File: config.mk
export PLATFORM = sky130hd
export DESIGN_NAME = aat_valid_ctl
export DESIGN_NICKNAME = d
export VERILOG_FILES = /design/src/aat_pkg.sv /design/src/aat_valid_ctl.sv
export SDC_FILE = /design/constraint.sdc
export NUM_CORES = 1
export LEC_CHECK = 0
export BUFFER_PORTS_ARGS = -buffer_cell sky130_fd_sc_hd__buf_2
export CAP_MARGIN = 20
export CORE_AREA = 2 2 39 41
export CTS_BUF_LIST = sky130_fd_sc_hd__clkbuf_16
export DETAILED_ROUTE_END_ITERATION = 6
export DIE_AREA = 0 0 41 43
export MAX_ROUTING_LAYER = met4
export SLEW_MARGIN = 20
export SYNTH_ARGS = -nofsm -noshare
export SYNTH_HDL_FRONTEND = slang
export SYNTH_SLANG_ARGS = --single-unit
File: constraint.sdc
create_clock -name i_clk -period 0.83 [get_ports i_clk]
set_clock_uncertainty 0.15 [all_clocks]
set_input_delay 0.0415 -clock i_clk [delete_from_list [all_inputs] [get_ports i_clk]]
set_output_delay 0.0415 -clock i_clk [all_outputs]
set_load 0.02 [all_outputs]
File: src/aat_pkg.sv
// Shared types and constants for the affine box transform.
// The datapath widths, the register map and the pipeline control struct live here.
// No dependencies.
package aat_pkg;

    localparam int DATA_W    = 32;
    localparam int PROD_W    = 64;
    localparam int FRAC_W    = 16;
    localparam int TERM_W    = PROD_W - FRAC_W;
    localparam int SUM_W     = TERM_W + 2;
    localparam int CFG_W     = 64;
    localparam int NUM_REGS  = 6;
    localparam int CFG_IDX_W = 3;

    localparam logic [CFG_IDX_W-1:0] REG_X_AB = 3'd0;
    localparam logic [CFG_IDX_W-1:0] REG_X_CT = 3'd1;
    localparam logic [CFG_IDX_W-1:0] REG_Y_AB = 3'd2;
    localparam logic [CFG_IDX_W-1:0] REG_Y_CT = 3'd3;
    localparam logic [CFG_IDX_W-1:0] REG_Z_AB = 3'd4;
    localparam logic [CFG_IDX_W-1:0] REG_Z_CT = 3'd5;

    localparam logic [CFG_W-1:0] CFG_RESET [NUM_REGS] = '{
        64'h0000_0000_0001_0000, 64'h0000_0000_0000_0000,
        64'h0001_0000_0000_0000, 64'h0000_0000_0000_0000,
        64'h0000_0000_0000_0000, 64'h0000_0000_0001_0000
    };

    typedef struct packed {
        logic signed [DATA_W-1:0] coef_x;
        logic signed [DATA_W-1:0] coef_y;
        logic signed [DATA_W-1:0] coef_z;
        logic signed [DATA_W-1:0] trans;
    } t_row;

    typedef struct packed {
        logic en_mul;
        logic en_term;
        logic en_sum;
        logic en_out;
    } t_pipe_ctl;

endpackage

File: src/aat_valid_ctl.sv
// Valid-bit chain and stall control of the four-stage transform pipeline.
// Produces per-stage load enables as a control struct. Depends on aat_pkg.
module aat_valid_ctl (
    input  logic               i_clk,
    input  logic               i_rst_n,
    input  logic               i_valid,
    input  logic               i_stall,
    output logic               o_stall,
    output logic               o_valid,
    output aat_pkg::t_pipe_ctl o_ctl
);

    logic [3:0] r_vld;
    logic [3:0] n_vld;
    logic [3:0] w_adv;

    always_comb begin
        w_adv[3] = !r_vld[3] || !i_stall;
        w_adv[2] = !r_vld[2] || w_adv[3];
        w_adv[1] = !r_vld[1] || w_adv[2];
        w_adv[0] = !r_vld[0] || w_adv[1];
        n_vld    = r_vld;
        if (w_adv[0]) begin
            n_vld[0] = i_valid;
        end
        for (int k = 1; k < 4; k++) begin
            if (w_adv[k]) begin
                n_vld[k] = r_vld[k-1];
            end
        end
    end

    always_ff @(posedge i_clk) begin
        if (!i_rst_n) begin
            r_vld <= '0;
        end else begin
            r_vld <= n_vld;
        end
    end

    assign o_ctl.en_mul  = w_adv[0];
    assign o_ctl.en_term = w_adv[1];
    assign o_ctl.en_sum  = w_adv[2];
    assign o_ctl.en_out  = w_adv[3];
    assign o_stall       = !w_adv[0];
    assign o_valid       = r_vld[3];

endmodule

==> flow_summary.json <==
{
  "grt_pass1_vias": 194,
  "power_leakage_nw": 0.172,
  "post_drt_via_cell_ratio": 3.67,
  "wl_per_cell_um": 8.88,
  "flow.area_growth_from_synthesis_pct": 155,
  "grt_pass1_wl_um": 745,
  "post_route_cells_drive_above_1_share_pct": 72.2,
  "total_of_max_cap_violations": 0,
  "slew_headroom_pct": 86.9,
  "synth_fp_nets": 22,
  "final.min_clock_period_ps": 1190,
  "hold_violations": 4,
  "critical_path_s_top_delay_family": "flip-flops",
  "registers.top_by_ff_count": "r_vld",
  "cts_root_buf": "clkbuf_16",
  "worst-endpoint-required_ps": 640,
  "critical_path.endpoint_type": "primary output",
  "status": "finished with violations",
  "fin_ws_ps": -357,
  "power.share.sequential_pct": 20.2,
  "h-tree-depth": 1,
  "critical_path.max_fanout": 3,
  "setup_repair_after_global_routing_missed_its_margin": "true",
  "grt_max_degree": 6,
  "finalWirelength_um": 462,
  "cp_slowest_cell": "dfxtp_4",
  "fin_crit_sh_pct": 143,
  "critPathMaxStageDelay_ps": 340,
  "design.die.area_um2": 1760,
  "worstPathArrival_ps": 1000,
  "fin_hold_ws_ps": -129,
  "width_of_the_die_um": 41,
  "synthesis.instances": 18,
  "placement.io_buffers": 9,
  "fin_util_pct": 29.7,
  "post_dp_cell_area_um2": 260,
  "placementRows": 14,
  "critPathBufInv": 1,
  "ys_ff_latch": 4,
  "cts_tree": "built",
  "first_pass_drt_iterations": 2,
  "fmax_mhz": 842,
  "startpoint_type": "flip-flop",
  "pin_count": 10,
  "failed_checks": "hold timing, setup timing",
  "layout.cells.most_common_list": "buf_6 (8), buf_2 (4), clkbuf_16 (3)",
  "globalRoute.totalOverflow": 0,
  "worst_pin_slew_ps": 196,
  "p_int_mw": 0.844,
  "antenna-diode-count": 0,
  "layout.cells.most_common": "buf_6",
  "synthesis.area_per_instance_um2": 8.97,
  "hp-class": "input port to flip-flop",
  "power_per_cell_area_nw_per_um2": 2460,
  "cts-root-to-sink-buffers": 2,
  "power.net_switching_mw": 0.167,
  "grt.total_usage_pct": 7.19,
  "power.combinational.fraction_pct": 4.2,
  "initial_utilization_pct": 11.7,
  "place_inst": 45,
  "total_power_mw": 1.01,
  "synth.yosys.seq_area_share_pct": 49.6,
  "detailroute.via_count": 191,
  "cts_made_buffers": 3,
  "drt-initial-drc-count": 3,
  "power_switching_share_pct": 16.6,
  "peakVddDrop_uv": 1070,
  "antenna_found_initial": 0,
  "clk-insertion-delay-late_ps": 230,
  "layout_top_registers": "r_vld (4)",
  "drc_errors": 0,
  "final_cells": 52,
  "post_synth_cell_types": 13,
  "ys_warn_count": 0,
  "number_of_flip_flops_under_the_largest_register_name": 4,
  "core_um2": 1380,
  "drv_slew": 0,
  "clockPowerShare_pct": 75.6,
  "finalNetCount": 41,
  "synth.cell_area_um2": 161,
  "crit_chain": "and3_4, nand3_2, buf_6",
  "cts_sinks": 4,
  "design_area_um2": 412,
  "cts.reportedPaths.clkPinSlew_ps": 30,
  "path_class": "flip-flop to primary output",
  "filler_cell_count": 153,
  "place.gp.congestion": 0.687,
  "drtAntennaViolNets": 0,
  "report.final.setup_viol": 10,
  "die_h_um": 43
}
path summary, 6_finish.rpt:
kind / from / end / slack [ps] / depth (start not counted)
worst min register to register: r_vld[2] / r_vld[3] / 350 / 2
worst max-delay path: r_vld[3] / o_ctl[3] / -360 / 3
worst max register to register: r_vld[2] / r_vld[1] / -190 / 3
worst min-delay path: i_valid / r_vld[0] / -130 / 3
layout make-up:
| cell class | instances | area (um^2) | area share [%] |
|---|---|---|---|
| clock buffer | 3 | 75.1 | 18.2 |
| clock inverter | 1 | 3.75 | 0.912 |
| sequential | 4 | 85.1 | 20.7 |
| multi-input combinational | 12 | 92.6 | 22.5 |
| inverter | 2 | 10.0 | 2.43 |
| tap | 16 | 20.0 | 4.86 |
| timing repair buffer | 14 | 125 | 30.4 |
per-stage QoR:
step	TNS, ps	setup slack, ps
global route	-2990	-424
detailed placement	-919	-189
CTS	-2570	-358
floorplan	-1100	-346
global placement	-863	-183
finish	-2510	-357
metal layers:
layer,track usage [%],part of all wire (%),up-vias
li1,-,-,97
met5,-,0,-
met4,6.00,1.5,0
met1,7.05,44,81
met2,8.44,42,11
met3,6.28,13,2
power groups by stage:
stage	registers [mW]	logic, mW	clock network (mW)
floorplan	0.208	0.0124	0
global placement	0.206	0.0337	0
detailed placement	0.206	0.0339	0
CTS	0.204	0.0403	0.778
global route	0.206	0.0471	0.799
finish	0.204	0.0424	0.764
worst reg2reg max path, stage by stage (launching register included):
cell      delay (ps)
dfxtp_2          320
nand4_1          190
buf_4            200
a21boi_2          90
Yosys cell counts (all sizes together):
library cell / n / area (um^2)
nand3: 2 / 10.0
nor2b: 1 / 6.26
a21oi: 1 / 5.00
nand2: 2 / 7.51
o21ai: 1 / 8.76
nand4: 1 / 6.26
dfxtp: 4 / 80.1
a21boi: 1 / 7.51
and3: 1 / 11.3
nor2: 1 / 3.75
inv: 2 / 7.50
o21a: 1 / 7.51
cells by family (layout without fill, tap and decap cells):
logic type | Yosys count | in the layout | share of synthesized area (%)
compound gates | 4 | 4 | 17.8
buf+inv | 2 | 20 | 4.65
flops | 4 | 4 | 49.6
simple gates | 8 | 8 | 27.9
timing repair:
action / 4_1_cts / 5_1_grt
pin swaps: 6 / 2
endpoints found under the setup margin: 10 / 10
hold endpoints to repair: 4 / 3
setup buffers: 3 / 1
cloned: 0 / 0
resized for setup: 14 / 3
Power figures use the tool's default switching activity.
