[src/aat_pkg.sv]
// Shared types and constants for the affine box transform.
// The datapath widths, the register map and the pipeline control struct live here.
// No dependencies.
package aat_pkg;

    localparam int DATA_W    = 32;
    localparam int PROD_W    = 64;
    localparam int FRAC_W    = 16;
    localparam int TERM_W    = PROD_W - FRAC_W;
    localparam int SUM_W     = TERM_W + 2;
    localparam int CFG_W     = 64;
    localparam int NUM_REGS  = 6;
    localparam int CFG_IDX_W = 3;

    localparam logic [CFG_IDX_W-1:0] REG_X_AB = 3'd0;
    localparam logic [CFG_IDX_W-1:0] REG_X_CT = 3'd1;
    localparam logic [CFG_IDX_W-1:0] REG_Y_AB = 3'd2;
    localparam logic [CFG_IDX_W-1:0] REG_Y_CT = 3'd3;
    localparam logic [CFG_IDX_W-1:0] REG_Z_AB = 3'd4;
    localparam logic [CFG_IDX_W-1:0] REG_Z_CT = 3'd5;

    localparam logic [CFG_W-1:0] CFG_RESET [NUM_REGS] = '{
        64'h0000_0000_0001_0000, 64'h0000_0000_0000_0000,
        64'h0001_0000_0000_0000, 64'h0000_0000_0000_0000,
        64'h0000_0000_0000_0000, 64'h0000_0000_0001_0000
    };

    typedef struct packed {
        logic signed [DATA_W-1:0] coef_x;
        logic signed [DATA_W-1:0] coef_y;
        logic signed [DATA_W-1:0] coef_z;
        logic signed [DATA_W-1:0] trans;
    } t_row;

    typedef struct packed {
        logic en_mul;
        logic en_term;
        logic en_sum;
        logic en_out;
    } t_pipe_ctl;

endpackage

[src/aat_cfg_regs.sv]
// Configuration register file of the affine box transform: six 64-bit registers.
// Unpacks them into one coefficient row per output axis. Depends on aat_pkg.
module aat_cfg_regs (
    input  logic                                 i_clk,
    input  logic                                 i_rst_n,
    input  logic                                 i_wr,
    input  logic [aat_pkg::CFG_IDX_W-1:0]        i_index,
    input  logic [aat_pkg::CFG_W-1:0]            i_data,
    output aat_pkg::t_row                        o_row_x,
    output aat_pkg::t_row                        o_row_y,
    output aat_pkg::t_row                        o_row_z
);

    logic [aat_pkg::CFG_W-1:0] r_regs [aat_pkg::NUM_REGS];

    always_ff @(posedge i_clk) begin
        if (!i_rst_n) begin
            r_regs <= aat_pkg::CFG_RESET;
        end else if (i_wr && (i_index <= aat_pkg::REG_Z_CT)) begin
            r_regs[i_index] <= i_data;
        end
    end

    always_comb begin
        o_row_x.coef_x = r_regs[aat_pkg::REG_X_AB][31:0];
        o_row_x.coef_y = r_regs[aat_pkg::REG_X_AB][63:32];
        o_row_x.coef_z = r_regs[aat_pkg::REG_X_CT][31:0];
        o_row_x.trans  = r_regs[aat_pkg::REG_X_CT][63:32];
        o_row_y.coef_x = r_regs[aat_pkg::REG_Y_AB][31:0];
        o_row_y.coef_y = r_regs[aat_pkg::REG_Y_AB][63:32];
        o_row_y.coef_z = r_regs[aat_pkg::REG_Y_CT][31:0];
        o_row_y.trans  = r_regs[aat_pkg::REG_Y_CT][63:32];
        o_row_z.coef_x = r_regs[aat_pkg::REG_Z_AB][31:0];
        o_row_z.coef_y = r_regs[aat_pkg::REG_Z_AB][63:32];
        o_row_z.coef_z = r_regs[aat_pkg::REG_Z_CT][31:0];
        o_row_z.trans  = r_regs[aat_pkg::REG_Z_CT][63:32];
    end

endmodule

[config.mk]
export PLATFORM = sky130hd
export DESIGN_NAME = aat_cfg_regs
export DESIGN_NICKNAME = d
export VERILOG_FILES = /design/src/aat_pkg.sv /design/src/aat_cfg_regs.sv
export SDC_FILE = /design/constraint.sdc
export NUM_CORES = 1
export LEC_CHECK = 0
export ABC_AREA = 1
export BUFFER_PORTS_ARGS = -buffer_cell sky130_fd_sc_hd__buf_2
export CAP_MARGIN = 20
export CORE_MARGIN = 5
export CORE_UTILIZATION = 52
export CTS_CLUSTER_SIZE = 10
export DETAILED_ROUTE_END_ITERATION = 16
export GPL_TIMING_DRIVEN = 0
export PLACE_DENSITY = 0.8
export SLEW_MARGIN = 40
export SYNTH_ARGS = -nofsm -noshare
export SYNTH_HDL_FRONTEND = slang
export SYNTH_SLANG_ARGS = --single-unit
export TNS_END_PERCENT = 20
[constraint.sdc]
create_clock -name i_clk -period 1.15 [get_ports i_clk]
set_clock_uncertainty 0.1 [all_clocks]
set_input_delay 0.115 -clock i_clk [delete_from_list [all_inputs] [get_ports i_clk]]
set_output_delay 0.115 -clock i_clk [all_outputs]
set_load 0.005 [all_outputs]
==> results.ini, run 1 <==
[sta]
fin_setup_tns_ns=-10.96
whs_ns=0.0590
setup_violations=385
timing.final.ws_setup_ns=-0.0743
fmax_mhz=817
slew_headroom=0.555
final_max_slew_viol_count=0
worst_pin_slew_ns=0.665
hold_violations=0
finalCritPeriodShare=1.06
rsz0062_at_grt=true
min_period_ns=1.22

[critical_path]
max_stage_delay_ns=0.36
cp_num_buf_inv=1
cpLargestDelayFamily=flip-flops
slowest_stage=dfxtp_2
startpoint_type=flop
required_ns=0.94
path_cells=buf_2
cp.arrival_ns=1.01
cp-end-kind=output port
crit_fanout=2
crit_type=reg -> out

[global_route]
antenna_found_initial=4
grt_max_degree=11
grt_pass1_vias=16300
overflow=0
grt_pass1_wl_um=91200
grt_usage=0.349

[finish]
final_area_um2=22000
final_util=0.764
layout-drive-gt1-share=0.373
nets=2810
most-common-layout-cells=nor2_1, nand2_1, nand3_1, dfxtp_2, buf_6
area_growth_pct=44.9
final_common_cell=nor2_1

[synthesis]
avgSynthCellArea_um2=7.01
synth_top_cell_area_share=0.507
synth_top_area_cell=dfxtp_1
syn_nets=2235
ys_seq_elements=384
ys_seq_area_frac=0.507
synth_warnings=0
synth_area_leaders=dfxtp_1, nor2_1, nand3_1
syn-cell-area_um2=15200
synth_cell_types=14
syn_inst=2165

[floorplanning]
design.die.area_um2=32700
core_um2=28800
io_pins=454
rows=62
die_h_um=181
die_x_um=181
initial_core_util=0.527

[place]
dpl-instance-area_um2=17900
gp_congestion=0.908
io_buffers=452
place_hpwl_um=41200
post-place-ws_ns=-0.506

[clock_network]
clockRootBuffer=clkbuf_16
clk_pin_slew_worst_paths_ns=0.06
cts_tree=yes
cts.sinks=384
cts_buffers=44
htreeDepth=2
clk_latency_ns=0.52
cts.path.max_buffers=3

[routing]
wire_per_inst_um=20.0
wl_met3_um=7110
num_vias=17400
route.top_layer_used=met5
antenna_left=0
drtIter0Drc=1670
drt_pass1_iterations=6
drc=0
via_per_inst=5.56
wl_met1_um=21800
route.met2.wl_um=29500
wirelength_um=62500

[pwr]
ir_worst_vdd_v=0.00110
power_density_nw_per_um2=1370
p_leak_uw=0.0104

[status]
status=finished with violations
violations=setup timing

[flow_run]
cap_violations=0

[min_path]
hold_path_class=in -> reg

## per-stage QoR
step	instances	power [uW]
finish	3132	30100
global route	3131	30900
CTS	3123	29700
detailed placement	3001	17500
global placement	3001	17400
floorplan	2165	16100
## routing by layer
layer	global-route usage	up-vias
li1	-	7874
met1	0.400	8029
met2	0.595	1236
met3	0.0931	262
met4	0.186	4
met5	0	-
## sequential cells by signal, summed over array words and instances, names as in the netlist
register,count
o_row_y,128
o_row_x,128
o_row_z,128
## area by class of cell
cell class | count | area, um^2
Multi-Input combinational cell | 1550 | 6350
Fill cell | 1990 | 6800
Antenna cell | 3 | 7.51
Clock buffer | 51 | 1150
Buffer | 162 | 885
Inverter | 69 | 259
Sequential cell | 384 | 8190
Tap cell | 384 | 480
Timing Repair Buffer | 529 | 4660
## cells in the mapped netlist (all sizes together)
cell and n:
buf 130, clkbuf 32, dfxtp 384, inv 69, nand2 393, nand3 384, nor2 772, o21ai 1
## cell families (layout without fill, tap and decap cells)
group | after synthesis | after routing | share of synthesized area
simple gates | 1549 | 1549 | 0.419
flops | 384 | 384 | 0.507
buf+inv | 231 | 811 | 0.0743
other cells | 0 | 3 | 0
compound gates | 1 | 1 | 0.000330
## worst paths after layout
kind                                   start            to  slack (ns)  cells after the start
worst max-delay path             o_row_z[70]   o_row_z[70]       -0.07                      1
worst min-delay path                 i_rst_n   o_row_z[48]        0.06                      3
worst max register to register   o_row_x[66]   o_row_x[66]        0.28                      3
worst min register to register  o_row_y[107]  o_row_y[107]        0.37                      2
## what timing repair did
| action | in CTS | in global routing |
|---|---|---|
| gates resized for setup | 547 | 118 |
| setup buffers | 5 | 6 |
| hold buffers | 66 | 0 |
| endpoints found under the hold margin | 364 | 0 |
| setup endpoints to repair | 384 | 482 |
## worst min-delay path, stage by stage
cell and delay, ns:
buf_2 0.13, buf_1 0.26, nand3_1 0.15
## report_power, final
part           total [uW]  internal [uW]  switching (uW)
Clock               12000           6910            5120
Sequential          14200          13900             363
Combinational        3850           1600            2260
Total               30100          22400            7740
No activity file was read; power rests on OpenSTA's default activity.
==> inputs of run 2 (changes only) <==
--- a/config.mk
+++ b/config.mk
@@ -9,11 +9,11 @@
 export BUFFER_PORTS_ARGS = -buffer_cell sky130_fd_sc_hd__buf_2
 export CAP_MARGIN = 20
 export CORE_MARGIN = 5
-export CORE_UTILIZATION = 52
+export CORE_UTILIZATION = 40
 export CTS_CLUSTER_SIZE = 10
 export DETAILED_ROUTE_END_ITERATION = 16
 export GPL_TIMING_DRIVEN = 0
-export PLACE_DENSITY = 0.8
+export SETUP_SLACK_MARGIN = 0.3
 export SLEW_MARGIN = 40
 export SYNTH_ARGS = -nofsm -noshare
 export SYNTH_HDL_FRONTEND = slang
==> run 2 against run 1 <==
Against the previous run:
- combinational power grew 7.0%
- via count shrank 7.2%
- worst setup slack lost 0.025 ns
- core utilization shrank 15 points
- critical endpoint is now o_row_y[84]
- the flow finishes with violations (hold timing, setup timing)
- largest cell class unchanged
- flip-flop and latch count is the same
==> results.ini, run 2 (synthesized netlist as in run 1, its figures left out) <==
[floorplanning]
initial_core_util=0.404
die_h_um=205
design.die.area_um2=41900
io_pins=454
die_x_um=205
rows=71
core_um2=37600

[sta]
slew_headroom=0.529
setup_violations=384
whs_ns=-0.161
worst_pin_slew_ns=0.705
fmax_mhz=800
min_period_ns=1.25
final_max_slew_viol_count=0
finalCritPeriodShare=1.09
timing.final.ws_setup_ns=-0.0993
rsz0062_at_grt=true
hold_violations=69

[place]
io_buffers=452
dpl.cell_count=3128
place_hpwl_um=44000
dpl-instance-area_um2=18500
gp_congestion=0.882
post-place-ws_ns=-0.498

[pwr]
comb_power_share=0.133
p_leak_uw=0.0106
switching_share=0.258
ir_worst_vdd_v=0.00112
p_sw_uw=7980
power_density_nw_per_um2=1340
p_clk_frac=0.407
p_int_uw=22900
seqPwrFrac=0.460

[clock_network]
cts.path.max_buffers=3
cts_tree=yes
clk_latency_ns=0.54
clockRootBuffer=clkbuf_16
cts.sinks=384
cts_buffers=45
clk_pin_slew_worst_paths_ns=0.05
htreeDepth=2
hold_buffers=51

[finish]
multi_input_area_um2=6800
nFillCells=3429
layout-drive-gt1-share=0.434
register_area_um2=8170
most-common-layout-cells=nor2_1, dfxtp_2, nand2_1, nand3_1, buf_6
final_common_cell=nor2_1
antenna_cells=0
fin_cells=3245
nets=2794
final_area_um2=23000
area_growth_pct=51.8

[routing]
route.met2.wl_um=29100
drt_pass1_iterations=7
num_vias=16200
wirelength_um=61600
via_per_inst=4.98
drc=0
wl_met1_um=25300
wl_met3_um=5130
drtIter0Drc=892
route.top_layer_used=met5
wire_per_inst_um=19.0
antenna_left=0

[critical_path]
max_stage_delay_ns=0.36
cp-end-kind=output port
crit_fanout=2
cp.arrival_ns=1.03
path_cells=buf_2
cp_num_buf_inv=1
cpLargestDelayFamily=flip-flops
startpoint_type=flop
crit_type=reg -> out
required_ns=0.94
slowest_stage=dfxtp_2

[global_route]
antenna_found_initial=1
overflow=0
grt_max_degree=11
grt_pass1_vias=15400
grt_usage=0.279
grt_pass1_wl_um=90700

[status]
violations=hold timing, setup timing
status=finished with violations

[flow_run]
cap_violations=0

[min_path]
hold_path_class=in -> reg

==> run 2: per-stage QoR <==
stage	TNS (ns)	utilization	power, uW
3_3_place_gp	-137.10	0.493	17600
2_1_floorplan	0	-	16300
4_1_cts	-32.65	0.583	30800
5_1_grt	-31.48	0.613	32100
6_report	-20.38	0.613	30900
3_5_place_dp	-146.85	0.493	17700
==> run 2: cell type report <==
cell class                 count  area share
buffer                       162      0.0622
clock buffer                  56      0.0511
clock inverter                 1     0.00130
inverter                      69      0.0165
multi-input combinational   1550       0.295
sequential                   384       0.355
tap                          511      0.0278
timing repair buffer         512       0.191
==> run 2: worst reg2reg max path, cell delays in order, from the launching register on <==
cell and delay, ns:
dfxtp_2 0.32, buf_4 0.12, nor2_1 0.11, nor2_1 0.06
==> run 2: worst paths after layout <==
| check | startpoint | to | slack, ns | cells past startpoint |
|---|---|---|---|---|
| worst max-delay path | o_row_y[84] | o_row_y[84] | -0.1 | 1 |
| worst max register to register | o_row_x[116] | o_row_x[116] | 0.33 | 3 |
| worst min register to register | o_row_y[64] | o_row_y[64] | 0.35 | 2 |
| worst min-delay path | i_index[0] | o_row_z[48] | -0.16 | 4 |
==> run 2: power by group through the flow <==
stage	clock, uW	combinational, uW	sequential, uW
2_1_floorplan	0	1930	14300
3_3_place_gp	0	3340	14300
3_5_place_dp	0	3380	14300
4_1_cts	12800	3790	14200
5_1_grt	13300	4480	14200
6_report	12600	4120	14200
==> run 2: timing repair <==
action | 4_1_cts | 5_1_grt
endpoints found under the setup margin | 749 | 754
pin swaps | 38 | 212
endpoints found under the hold margin | 384 | 23
setup buffers | 6 | 3
resized for setup | 583 | 263
==> run 2: layer usage <==
layer	up-vias	GRT usage
li1	7839	-
met2	610	0.469
met4	2	0.0988
met1	7590	0.346
met5	-	0
met3	112	0.0754
==> inputs of run 3 (changes only) <==
--- a/config.mk
+++ b/config.mk
@@ -12,7 +12,6 @@
 export CORE_UTILIZATION = 40
 export CTS_CLUSTER_SIZE = 10
 export DETAILED_ROUTE_END_ITERATION = 16
-export GPL_TIMING_DRIVEN = 0
 export SETUP_SLACK_MARGIN = 0.3
 export SLEW_MARGIN = 40
 export SYNTH_ARGS = -nofsm -noshare
==> run 3 against run 2 <==
Against the previous run:
- the flow still finishes with violations (hold timing, setup timing)
- wire length fell by 12%
- sequential power about the same
- sequential share of layout area rose by 0.51 points
- clock power is essentially flat
- first-iteration DRC count shrank 8.5%
- flip-flop and latch count stayed put
- combinational power down 4%
- global-route usage fell by 3.2 points
==> results.ini, run 3 (synthesized netlist as in run 1, its figures left out) <==
[routing]
wire_per_inst_um=17.1
num_vias=15600
drt_pass1_iterations=5
antenna_left=0
via_per_inst=4.91
wirelength_um=54300
drtIter0Drc=816
drc=0

[min_path]
hold_path_class=in -> reg
hold_path_depth=3
holdPathEnd=o_row_y[80]
worstHoldStart=i_rst_n

[global_route]
grt_usage=0.247
antenna_found_initial=2
grt_pass1_vias=14800
grt_pass1_wl_um=82900
overflow=0
grt_max_degree=67

[critical_path]
startpoint_type=flop
r2r_setup_slack_ns=0.28
cpLargestDelayFamily=flip-flops
slowest_stage=dfxtp_2
required_ns=0.94
crit_type=reg -> out
r2r.worst_path.cells=4
reg2reg_to=o_row_z[85]
crit_fanout=2
cp-end-kind=output port
max_stage_delay_ns=0.35
cp_num_buf_inv=1
worst_r2r_startpoint=o_row_z[85]
cp.arrival_ns=1.02
path_cells=buf_2

[floorplanning]
io_pins=454
design.die.area_um2=41900
rows=71
die_x_um=205
core_um2=37600
initial_core_util=0.404
die_h_um=205

[sta]
min_period_ns=1.23
finalCritPeriodShare=1.07
final_max_slew_viol_count=0
fin_setup_tns_ns=-19.65
hold_violations=167
setup_violations=384
whs_ns=-0.142
worst_pin_slew_ns=0.340
slew_headroom=0.773
timing.final.ws_setup_ns=-0.0816
rsz0062_at_grt=true
fmax_mhz=812

[finish]
area_growth_pct=49.7
final_common_cell=nor2_1
final_area_um2=22700
nets=2729
antenna_cells=0
final_util=0.604
most-common-layout-cells=nor2_1, nand2_1, dfxtp_2, nand3_1, buf_6
layout-drive-gt1-share=0.410

[clock_network]
clk_pin_slew_worst_paths_ns=0.05
clk_latency_ns=0.55
htreeDepth=2
cts_tree=yes
cts.sinks=384
cts_buffers=45
clockRootBuffer=clkbuf_16
cts.path.max_buffers=3
hold_buffers=55

[flow_run]
cap_violations=0

[pwr]
ir_worst_vdd_v=0.000913
power_density_nw_per_um2=1350
p_leak_uw=0.0103

[place]
io_buffers=453
gp_congestion=0.843
dpl-instance-area_um2=18600
place_hpwl_um=36600

[status]
violations=hold timing, setup timing
status=finished with violations

## run 3: power by group
| group | internal, uW | switching (uW) | total (uW) | leakage, uW |
|---|---|---|---|---|
| clock | 7410 | 5170 | 12600 | 0.000602 |
| combinational | 1810 | 2140 | 3950 | 0.00642 |
| sequential | 13900 | 326 | 14200 | 0.00330 |
## run 3: worst max-delay path by stage
stage	startpoint	end	slack, ns	cells past startpoint
finish	o_row_z[43]	o_row_z[43]	-0.08	1
global route	o_row_y[31]	o_row_y[31]	-0.11	1
CTS	o_row_z[45]	o_row_z[45]	-0.12	1
detailed placement	i_index[1]	o_row_y[120]	-0.23	7
global placement	i_index[2]	o_row_z[2]	-0.19	8
floorplan	i_index[2]	o_row_z[22]	0.22	7
## run 3: repair_timing
action / CTS / global route
hold endpoints to repair: 384 / 145
pin swaps: 0 / 19
buffers inserted: 2 / 7
resized for setup: 559 / 166
endpoints found under the setup margin: 384 / 615
## run 3: cell type report
cell class | count | area [um^2]
clock inverter | 1 | 30.0
sequential | 384 | 8170
multi-input combinational | 1550 | 6570
timing repair buffer | 609 | 5760
clock buffer | 53 | 1200
tap | 511 | 639
inverter | 69 | 340
fill | 3403 | 14900
## run 3: stage by stage
stage	hold WS (ns)	setup WS (ns)	std cells	total power (uW)
2_1_floorplan	0.128	0.219	2165	16300
3_3_place_gp	0.252	-0.186	3059	17600
3_5_place_dp	0.261	-0.234	3059	17700
4_1_cts	-0.167	-0.124	3170	30800
5_1_grt	-0.154	-0.112	3177	32000
6_report	-0.142	-0.0816	3177	30700
## run 3: layer usage
metal	vias to the layer above	global-route usage	wire [um]
met5	-	0	22
met4	4	0.0991	1970
met3	103	0.0733	4620
met2	580	0.412	25800
met1	7230	0.301	21900
li1	7691	-	-
